[config.mk]
export PLATFORM = sky130hd
export DESIGN_NAME = keyed_record_table_unit
export DESIGN_NICKNAME = d
export VERILOG_FILES = /design/src/krt_pkg.sv /design/src/keyed_record_table_unit.sv
export SDC_FILE = /design/constraint.sdc
export NUM_CORES = 2
export LEC_CHECK = 0
export ABC_CLOCK_PERIOD_IN_PS = 32700
export BUFFER_PORTS_ARGS = -buffer_cell sky130_fd_sc_hd__buf_2
export CORE_MARGIN = 2
export CORE_UTILIZATION = 55
export CTS_CLUSTER_DIAMETER = 150
export DETAILED_ROUTE_END_ITERATION = 8
export PLACE_DENSITY = 0.76
export SYNTH_ARGS = -nofsm -noshare
export SYNTH_HDL_FRONTEND = slang
export SYNTH_SLANG_ARGS = --single-unit
[constraint.sdc]
create_clock -name clk -period 32.7 [get_ports clk]
set_input_delay 6.54 -clock clk [delete_from_list [all_inputs] [get_ports clk]]
set_output_delay 6.54 -clock clk [all_outputs]
set_load 0.01 [all_outputs]
[src/krt_pkg.sv]
// ----------------------------------------------------------------------------
// krt_pkg
// Shared constants and types for the keyed record table.
// ----------------------------------------------------------------------------
`default_nettype none

package krt_pkg;

    localparam int DEPTH    = 16;
    localparam int KEY_BITS = 64;

    localparam int KEY_W   = 64;
    localparam int PRICE_W = 31;
    localparam int TOTAL_W = 32;
    localparam int CMD_W   = 3;
    localparam int COUNT_W = $clog2(DEPTH + 1);
    localparam int IDX_W   = $clog2(DEPTH);

    typedef enum logic [CMD_W-1:0] {
        CMD_CLEAR  = 3'd0,
        CMD_INSERT = 3'd1,
        CMD_DELETE = 3'd2,
        CMD_LOOKUP = 3'd3,
        CMD_FIND   = 3'd4
    } cmd_t;

    typedef struct packed {
        logic [KEY_BITS-1:0] key;
        logic [PRICE_W-1:0]  price;
        logic [TOTAL_W-1:0]  total;
    } rec_t;

    typedef struct packed {
        logic                found;
        logic                accepted;
        logic [TOTAL_W-1:0]  total;
        logic [PRICE_W-1:0]  price;
        logic [KEY_BITS-1:0] key;
    } rsp_t;

endpackage

`default_nettype wire

[src/keyed_record_table_unit.sv]
// ----------------------------------------------------------------------------
// keyed_record_table_unit
// Unordered packed record table with insert, delete, key lookup and
// search by total, held in one synchronous record memory.
// ----------------------------------------------------------------------------
//  channel | signals                                   | dir
//  cmd     | cmd_valid cmd_ready command key price total | in
//  rsp     | rsp_valid rsp_ready found accepted total_out | out
//          | price_out key_out entry_count is_empty is_full |
//
//  Clear, insert and unused codes go straight from idle to the result state.
//  Lookup, find and delete: one memory read per cycle walks the records, and
//  delete continues with one read and one write per cycle to close the gap.
//  A new beat is taken while the previous result waits on rsp_ready.
//  Reset empties the table at once; no clearing pass.
// ----------------------------------------------------------------------------
`default_nettype none

module keyed_record_table_unit
    import krt_pkg::*;
(
    input  wire logic                clk,
    input  wire logic                rst_n,
    input  wire logic                cmd_valid,
    output logic                     cmd_ready,
    input  wire logic [CMD_W-1:0]    command,
    input  wire logic [KEY_W-1:0]    key,
    input  wire logic [PRICE_W-1:0]  price,
    input  wire logic [TOTAL_W-1:0]  total,
    output logic                     rsp_valid,
    input  wire logic                rsp_ready,
    output logic                     found,
    output logic                     accepted,
    output logic [TOTAL_W-1:0]       total_out,
    output logic [PRICE_W-1:0]       price_out,
    output logic [KEY_W-1:0]         key_out,
    output logic [COUNT_W-1:0]       entry_count,
    output logic                     is_empty,
    output logic                     is_full
);

    typedef enum logic [3:0] {
        S_IDLE  = 4'b0001,
        S_SCAN  = 4'b0010,
        S_SHIFT = 4'b0100,
        S_DONE  = 4'b1000
    } state_t;

    rec_t mem [DEPTH];
    rec_t rd_data_reg;

    state_t              state_reg, state_next;
    logic [COUNT_W-1:0]  count_reg, count_next;
    logic [IDX_W-1:0]    idx_reg, idx_next;
    cmd_t                cmd_reg, cmd_next;
    logic [KEY_BITS-1:0] key_reg, key_next;
    logic [TOTAL_W-1:0]  total_reg, total_next;
    rsp_t                res_reg, res_next;
    rsp_t                out_reg, out_next;
    logic [COUNT_W-1:0]  out_count_reg, out_count_next;
    logic                rsp_valid_reg, rsp_valid_next;

    logic                rd_en;
    logic [IDX_W-1:0]    rd_addr;
    logic                wr_en;
    logic [IDX_W-1:0]    wr_addr;
    rec_t                wr_data;

    logic [IDX_W-1:0]    idx_inc;
    logic [COUNT_W-1:0]  idx_ext;
    logic                more1;
    logic                more2;
    logic                hit;

    always_ff @(posedge clk)
    begin
        if (wr_en)
        begin
            mem[wr_addr] <= wr_data;
        end
        if (rd_en)
        begin
            rd_data_reg <= mem[rd_addr];
        end
    end

    assign idx_inc = idx_reg + IDX_W'(1);
    assign idx_ext = COUNT_W'(idx_reg);
    assign more1   = (idx_ext + COUNT_W'(1)) < count_reg;
    assign more2   = (idx_ext + COUNT_W'(2)) < count_reg;
    assign hit     = (cmd_reg == CMD_FIND) ? (rd_data_reg.total == total_reg)
                                           : (rd_data_reg.key == key_reg);

    always_comb
    begin
        state_next     = state_reg;
        count_next     = count_reg;
        idx_next       = idx_reg;
        cmd_next       = cmd_reg;
        key_next       = key_reg;
        total_next     = total_reg;
        res_next       = res_reg;
        out_next       = out_reg;
        out_count_next = out_count_reg;
        rsp_valid_next = rsp_valid_reg && !rsp_ready;
        rd_en          = 1'b0;
        rd_addr        = idx_inc;
        wr_en          = 1'b0;
        wr_addr        = idx_reg;
        wr_data        = rd_data_reg;

        unique case (state_reg)
            S_IDLE:
            begin
                if (cmd_valid)
                begin
                    cmd_next   = cmd_t'(command);
                    key_next   = key[KEY_BITS-1:0];
                    total_next = total;
                    res_next   = '0;
                    idx_next   = '0;
                    state_next = S_DONE;
                    unique case (cmd_t'(command))
                        CMD_CLEAR:
                        begin
                            count_next = '0;
                        end
                        CMD_INSERT:
                        begin
                            if (count_reg < COUNT_W'(DEPTH))
                            begin
                                wr_en             = 1'b1;
                                wr_addr           = count_reg[IDX_W-1:0];
                                wr_data.key       = key[KEY_BITS-1:0];
                                wr_data.price     = price;
                                wr_data.total     = total;
                                count_next        = count_reg + COUNT_W'(1);
                                res_next.accepted = 1'b1;
                            end
                        end
                        CMD_DELETE, CMD_LOOKUP, CMD_FIND:
                        begin
                            if (count_reg != '0)
                            begin
                                rd_en      = 1'b1;
                                rd_addr    = '0;
                                state_next = S_SCAN;
                            end
                        end
                        default:
                        begin
                        end
                    endcase
                end
            end
            S_SCAN:
            begin
                if (hit)
                begin
                    res_next.found = 1'b1;
                    state_next     = S_DONE;
                    if (cmd_reg == CMD_LOOKUP)
                    begin
                        res_next.total = rd_data_reg.total;
                    end
                    else if (cmd_reg == CMD_FIND)
                    begin
                        res_next.price = rd_data_reg.price;
                        res_next.key   = rd_data_reg.key;
                    end
                    else if (more1)
                    begin
                        rd_en      = 1'b1;
                        state_next = S_SHIFT;
                    end
                    else
                    begin
                        count_next = count_reg - COUNT_W'(1);
                    end
                end
                else if (more1)
                begin
                    rd_en    = 1'b1;
                    idx_next = idx_inc;
                end
                else
                begin
                    state_next = S_DONE;
                end
            end
            S_SHIFT:
            begin
                // rd_data_reg holds record idx+1; move it down to idx
                wr_en    = 1'b1;
                idx_next = idx_inc;
                if (more2)
                begin
                    rd_en   = 1'b1;
                    rd_addr = idx_reg + IDX_W'(2);
                end
                else
                begin
                    count_next = count_reg - COUNT_W'(1);
                    state_next = S_DONE;
                end
            end
            S_DONE:
            begin
                if (!rsp_valid_reg || rsp_ready)
                begin
                    out_next       = res_reg;
                    out_count_next = count_reg;
                    rsp_valid_next = 1'b1;
                    state_next     = S_IDLE;
                end
            end
            default:
            begin
                state_next = S_IDLE;
            end
        endcase
    end

    always_ff @(posedge clk or negedge rst_n)
    begin
        if (!rst_n)
        begin
            state_reg     <= S_IDLE;
            count_reg     <= '0;
            rsp_valid_reg <= 1'b0;
        end
        else
        begin
            state_reg     <= state_next;
            count_reg     <= count_next;
            rsp_valid_reg <= rsp_valid_next;
        end
    end

    always_ff @(posedge clk)
    begin
        idx_reg       <= idx_next;
        cmd_reg       <= cmd_next;
        key_reg       <= key_next;
        total_reg     <= total_next;
        res_reg       <= res_next;
        out_reg       <= out_next;
        out_count_reg <= out_count_next;
    end

    always_comb
    begin
        key_out                 = '0;
        key_out[KEY_BITS-1:0]   = out_reg.key;
    end

    assign cmd_ready   = (state_reg == S_IDLE);
    assign rsp_valid   = rsp_valid_reg;
    assign found       = out_reg.found;
    assign accepted    = out_reg.accepted;
    assign total_out   = out_reg.total;
    assign price_out   = out_reg.price;
    assign entry_count = out_count_reg;
    assign is_empty    = (out_count_reg == '0);
    assign is_full     = (out_count_reg == COUNT_W'(DEPTH));

endmodule

`default_nettype wire

Word-level counts from Yosys, hierarchy flattened
Memories as Yosys holds them, arrays and structs flattened. A register that Yosys moved wholly into a read port is not among the register bits.
Index checks and enable logic that the tools add are counted.

operators by class
  multiplexer cells = 63
  order comparisons = 3
  reductions and logical operators = 18
  add/sub/neg operators = 6
  eq/ne operators = 27

operator list
  operator                                       count
  2-to-1 mux 127 bit                             5
  case mux 127 bit (2 select lines)              1
  2-to-1 mux 95 bit                              2
  2-to-1 mux 129 bit                             1
  2-to-1 mux 4 bit                               21
  == test 64 bit                                 1
  2-to-1 mux 5 bit                               7
  == test 32 bit                                 1
  2-to-1 mux 32 bit                              1
  inequality test 2 bit, second input constant   11
  2-to-1 mux 1 bit                               17
  case mux 4 bit (4 select lines)                1
  case mux 5 bit (3 select lines)                1
  case mux 4 bit (3 select lines)                1
  AND reduction 4 bit                            3
  < comparator 5 bit                             2
  case mux 5 bit (2 select lines)                1
  == test 3 x 2 -> 1 bit, second input constant  3
  AND reduction 9 bit                            1
  case mux 4 bit (2 select lines)                1
  == test 3 bit, second input constant           2
  inequality test 3 bit, second input constant   2
  adder 4 x 1 -> 5 bit, second input constant    1
  adder 4 x 2 -> 5 bit, second input constant    1
  26 further kinds                               29

storage, ports and cells
  input bits = 134
  logic and storage cells = 136
  bits in writable memories = 2032
  memories kept = 1
  flip-flop bits (word level) = 376
  output and inout port bits = 138

memory list
  memory  depth  width  rd ports  clocked after Yosys merged registers in  write ports  RTL line                       text
  mem     16     127    1         1                                        1            keyed_record_table_unit.sv:49  rec_t mem [DEPTH];

Logic depth before layout (Yosys ltp)
  word-level depth = 7
  gate-level depth with buffers = 15

Worst setup path after synthesis
OpenSTA, ideal clock, no wires.

  kind = input to register
  start = input port cmd_valid
  end = memory mem[0][0] (netlist bit) (enable)
  arrival = 14589 ps
  stages = 6
  path slack = 17496 ps
  required time = 32085 ps
  path buffers = 0
  cell sequence = nand2_1 inv_1 nand2_1 nor2_1 a21oi_1 nor2_1

between the ends
  cells in the longest elaborated chain, start to end = 4

RTL lines
  element                                 RTL line                        text
  from (decl)                             keyed_record_table_unit.sv:24   input wire logic cmd_valid,
  2-to-1 mux 1 bit                        keyed_record_table_unit.sv:115  if (cmd_valid)
  case mux 1 bit (2 select lines)         keyed_record_table_unit.sv:112  unique case (state_reg)
  2-to-1 mux 1 bit                        keyed_record_table_unit.sv:77   if (wr_en)
  2-to-1 mux 1 bit (not written as such)  keyed_record_table_unit.sv:79   mem[wr_addr] <= wr_data;
  to (decl)                               keyed_record_table_unit.sv:49

Several ways; a longest one is shown, not always the timed one.

Worst setup path after layout
  start = input port command[0]
  end = register, netlist name rd_data_reg[3]

between the ends
  cells in the longest elaborated chain, start to end = 5

RTL lines
  element                                                                                    RTL line                        text
  from (decl)                                                                                keyed_record_table_unit.sv:26   input wire logic [CMD_W-1:0] command,
  == test 3 x 2 -> 1 bit / == test 3 bit (equally long branches)                             keyed_record_table_unit.sv:123  unique case (cmd_t'(command))
  OR reduction 3 bit *                                                                       keyed_record_table_unit.sv:123
  2-to-1 mux 1 bit / 2-to-1 mux 4 bit (equally long branches)                                keyed_record_table_unit.sv:123
  2-to-1 mux 1 bit / 2-to-1 mux 4 bit (equally long branches)                                keyed_record_table_unit.sv:115
  case mux 1 bit (3 select lines) / case mux 4 bit (2 select lines) (equally long branches)  keyed_record_table_unit.sv:112

Every way passes the cells marked *; elsewhere a longest branch is shown, timed or not.
A chain may end at the register's enable or synchronous reset.

==> impl_metrics.tcl <==
set metrics [dict create \
    start_util 0.554 \
    required_ns 33.29 \
    clock_skew_ns 0.0339 \
    synthArstFlopShare 0.00394 \
    track_usage 0.296 \
    viasPerCell 6.37 \
    syn-cell-area_um2 98800 \
    grt_pass1_vias 57600 \
    port_buffers 271 \
    layout.cells.non_filler 9312 \
    synth_edf_count 2525 \
    rows 155 \
    drt_iter0_markers 8466 \
    fillers 12400 \
    pre_cts_ws_ns 19.38 \
    setup_viol_count_final 0 \
    area_growth_pct 11.4 \
    vias 59300 \
    status "finished clean" \
    cts_made_buffers 231 \
    hp-class "reg2reg" \
    cts_tree "done" \
    power_leakage_nw 38.2 \
    worst_ir_drop_vdd_mv 0.127 \
    drc 0 \
    dp_hpwl_mm 140 \
    clk_path_buf_depth 3 \
    final_nets 6910 \
    p_total_mw 9.91 \
    dr.pass1.iters 6 \
    grt_pass1_wl_mm 391 \
    critPathLaunchType "input pin" \
    final_area_um2 110000 \
    worst-setup-path-type "in2reg" \
    synth.area.top_cells "edfxtp_1 (77%), nand2_1 (6.5%), mux2i_1 (2.8%), nand3_1 (2.6%), mux4_2 (1.8%)" \
    hold_violations 0 \
    syn_avg_cell_area_um2 15.1 \
    period_share 0.385 \
    drtAntennaViolNets 0 \
    hp-start "res_reg[89]$_DFFE_PP_" \
    post_cts_buffers 0 \
    netlist_instances 6526 \
    tightest_slew_ns 1.20 \
    pin_count 272 \
    cts_sinks 2535 \
    fp.dieW_um 428 \
    grt_max_degree 174 \
    antenna_found_initial 25 \
    cts_htree_levels 4 \
    clock_latency_ns 0.89 \
    critPathMaxFanout 75 \
    rsz0062_at_grt "false" \
    postCtsHoldBufs 0 \
    relSlewSlack 0.200 \
    seq_area_um2 76100 \
    path_clk_slew_ns 0.06 \
    reg2reg_from "idx_reg[1]$_SDFFCE_PP0P_" \
    routed_wl_mm 272 \
    largest_reg_flops 2032 \
    timing.setup.tns_ns 0 \
    cp-end-kind "flip-flop" \
    arrival_ns 13.18 \
    synth.distinct_cells 69 \
    coreArea_um2 178000 \
    yosys.area.top_type "edfxtp_1" \
    drive_above_1_share 0.118 \
    place_area_um2 103000 \
    yosys_register_bits 2535 \
    post_drt_wl_per_cell_um 29.2 \
    root_buffer "clkbuf_16" \
    final.min_clock_period_ns 12.60 \
    maxClockFrequency_mhz 79.4 \
    multiInputGateArea_um2 21400 \
    yosysSeqAreaShare 0.770 \
    slew_violations 0 \
    synth_top_area_frac 0.768 \
    dp.cells 8885 \
    fin_ws_ns 20.10 \
    synth_flop_cell "edfxtp_1" \
    cp-startpoint "command[0]" \
    fp.dieArea_um2 183000 \
    synth_fp_nets 6673 \
    die_y_um 428 \
    yosysWarnings 0 \
    maxCapViolCount 0 \
    post_cts_resized 0 \
    grt-ovfl-total 0 \
    power_density_nw_per_um2 90.1 \
    place_congestion 0.838 \
]
power breakdown:
group	total [mW]	internal (mW)	leakage, nW	switching (mW)
combinational	3.23	0.978	11.7	2.25
sequential	4.08	3.99	23.1	0.0933
clock	2.59	1.43	3.48	1.16
per-stage QoR:
step,hold slack (ns),utilization
3_3_place_gp,0.402,0.576
3_5_place_dp,0.405,0.576
2_1_floorplan,0.400,-
4_1_cts,0.419,0.617
5_1_grt,0.424,0.617
6_report,0.419,0.617
worst max-delay path, stage by stage:
cell and delay (ns):
buf_2 0.12, or3b_1 0.44, a2111oi_4 0.86, nor2_2 0.15
mux2i_4 0.64, buf_4 0.85, buf_4 0.79, buf_4 0.79
buf_4 0.65, mux4_2 0.59, a2111oi_0 0.53, a221oi_1 0.09
path summary, 6_finish.rpt:
kind                                       endpoint  slack (ns)  cells past startpoint
min                         price_out[25]$_DFFE_PP_        0.42                      0
max reg2reg                rd_data_reg[3]$_DFFE_PP_       24.84                     13
max                        rd_data_reg[3]$_DFFE_PP_       20.10                     12
min in group asynchronous  state_reg[1]$_DFFE_PN0P_        5.51                      1
max in group asynchronous  state_reg[0]$_DFFE_PN1P_       26.92                      1
min reg2reg                 price_out[25]$_DFFE_PP_        0.42                      0
synth_stat cells (3+ instances only):
master,count
xnor2_1,40
a32oi_1,36
buf_2,71
nor2_1,72
buf_4,16
a2111o_1,36
and3_1,42
dfrtp_1,9
o221a_1,36
o31ai_1,4
and2_1,130
a32o_1,5
o22ai_1,6
mux2i_1,278
nor3_1,16
nand4_1,11
a2111oi_0,37
inv_1,17
a21oi_1,120
mux4_2,78
a21boi_0,7
a31oi_1,9
a211o_1,37
a21boi_1,31
a22oi_1,7
a221oi_1,71
clkbuf_1,261
o21ai_0,15
nand2b_1,4
o211ai_1,4
nor3b_1,3
ha_1,13
o21ai_1,3
a211oi_1,45
buf_1,30
o221ai_1,65
nand2_1,1720
nor4_1,14
xor2_1,60
edfxtp_1,2525
nand3_1,510
cell families (layout without fill, tap and decap cells):
logic type                 Yosys count  in the layout  synth area share
AOI/OAI and AO/OA                  591            591            0.0477
xor gates and xnor gates           100            100           0.00887
adders and majority gates           13             13           0.00165
buffers and inverters              396            813            0.0166
DFF                               2535           2535             0.770
muxes                              358            358            0.0463
other                                0             14                 0
and+or+nand+nor                   2533           2533             0.109
cells in the final DEF (no fill, tap or decap), types with 71 or more instances in the layout:
cell       count
a21oi_1      118
a221oi_1      71
and2_1       130
buf_2        271
buf_4        101
clkbuf_16    235
edfxtp_1    2525
mux2i_1      277
mux4_2        78
nand2_1     1716
nand3_1      509
routing by layer:
layer,vias up,GRT usage,wire length [µm]
li1,25000,-,-
met1,29500,0.383,94700
met2,3991,0.475,130000
met3,795,0.0508,29100
met4,18,0.176,18000
met5,-,0,107
cell type report:
| class | instances | area share |
|---|---|---|
| antenna | 14 | 0.000318 |
| clock buffer | 284 | 0.0551 |
| clock inverter | 129 | 0.00989 |
| inverter | 17 | 0.000648 |
| multi-input combinational | 3595 | 0.195 |
| sequential | 2535 | 0.691 |
| tap | 2355 | 0.0268 |
| timing repair buffer | 383 | 0.0212 |
Power figures use the tool's default switching activity.
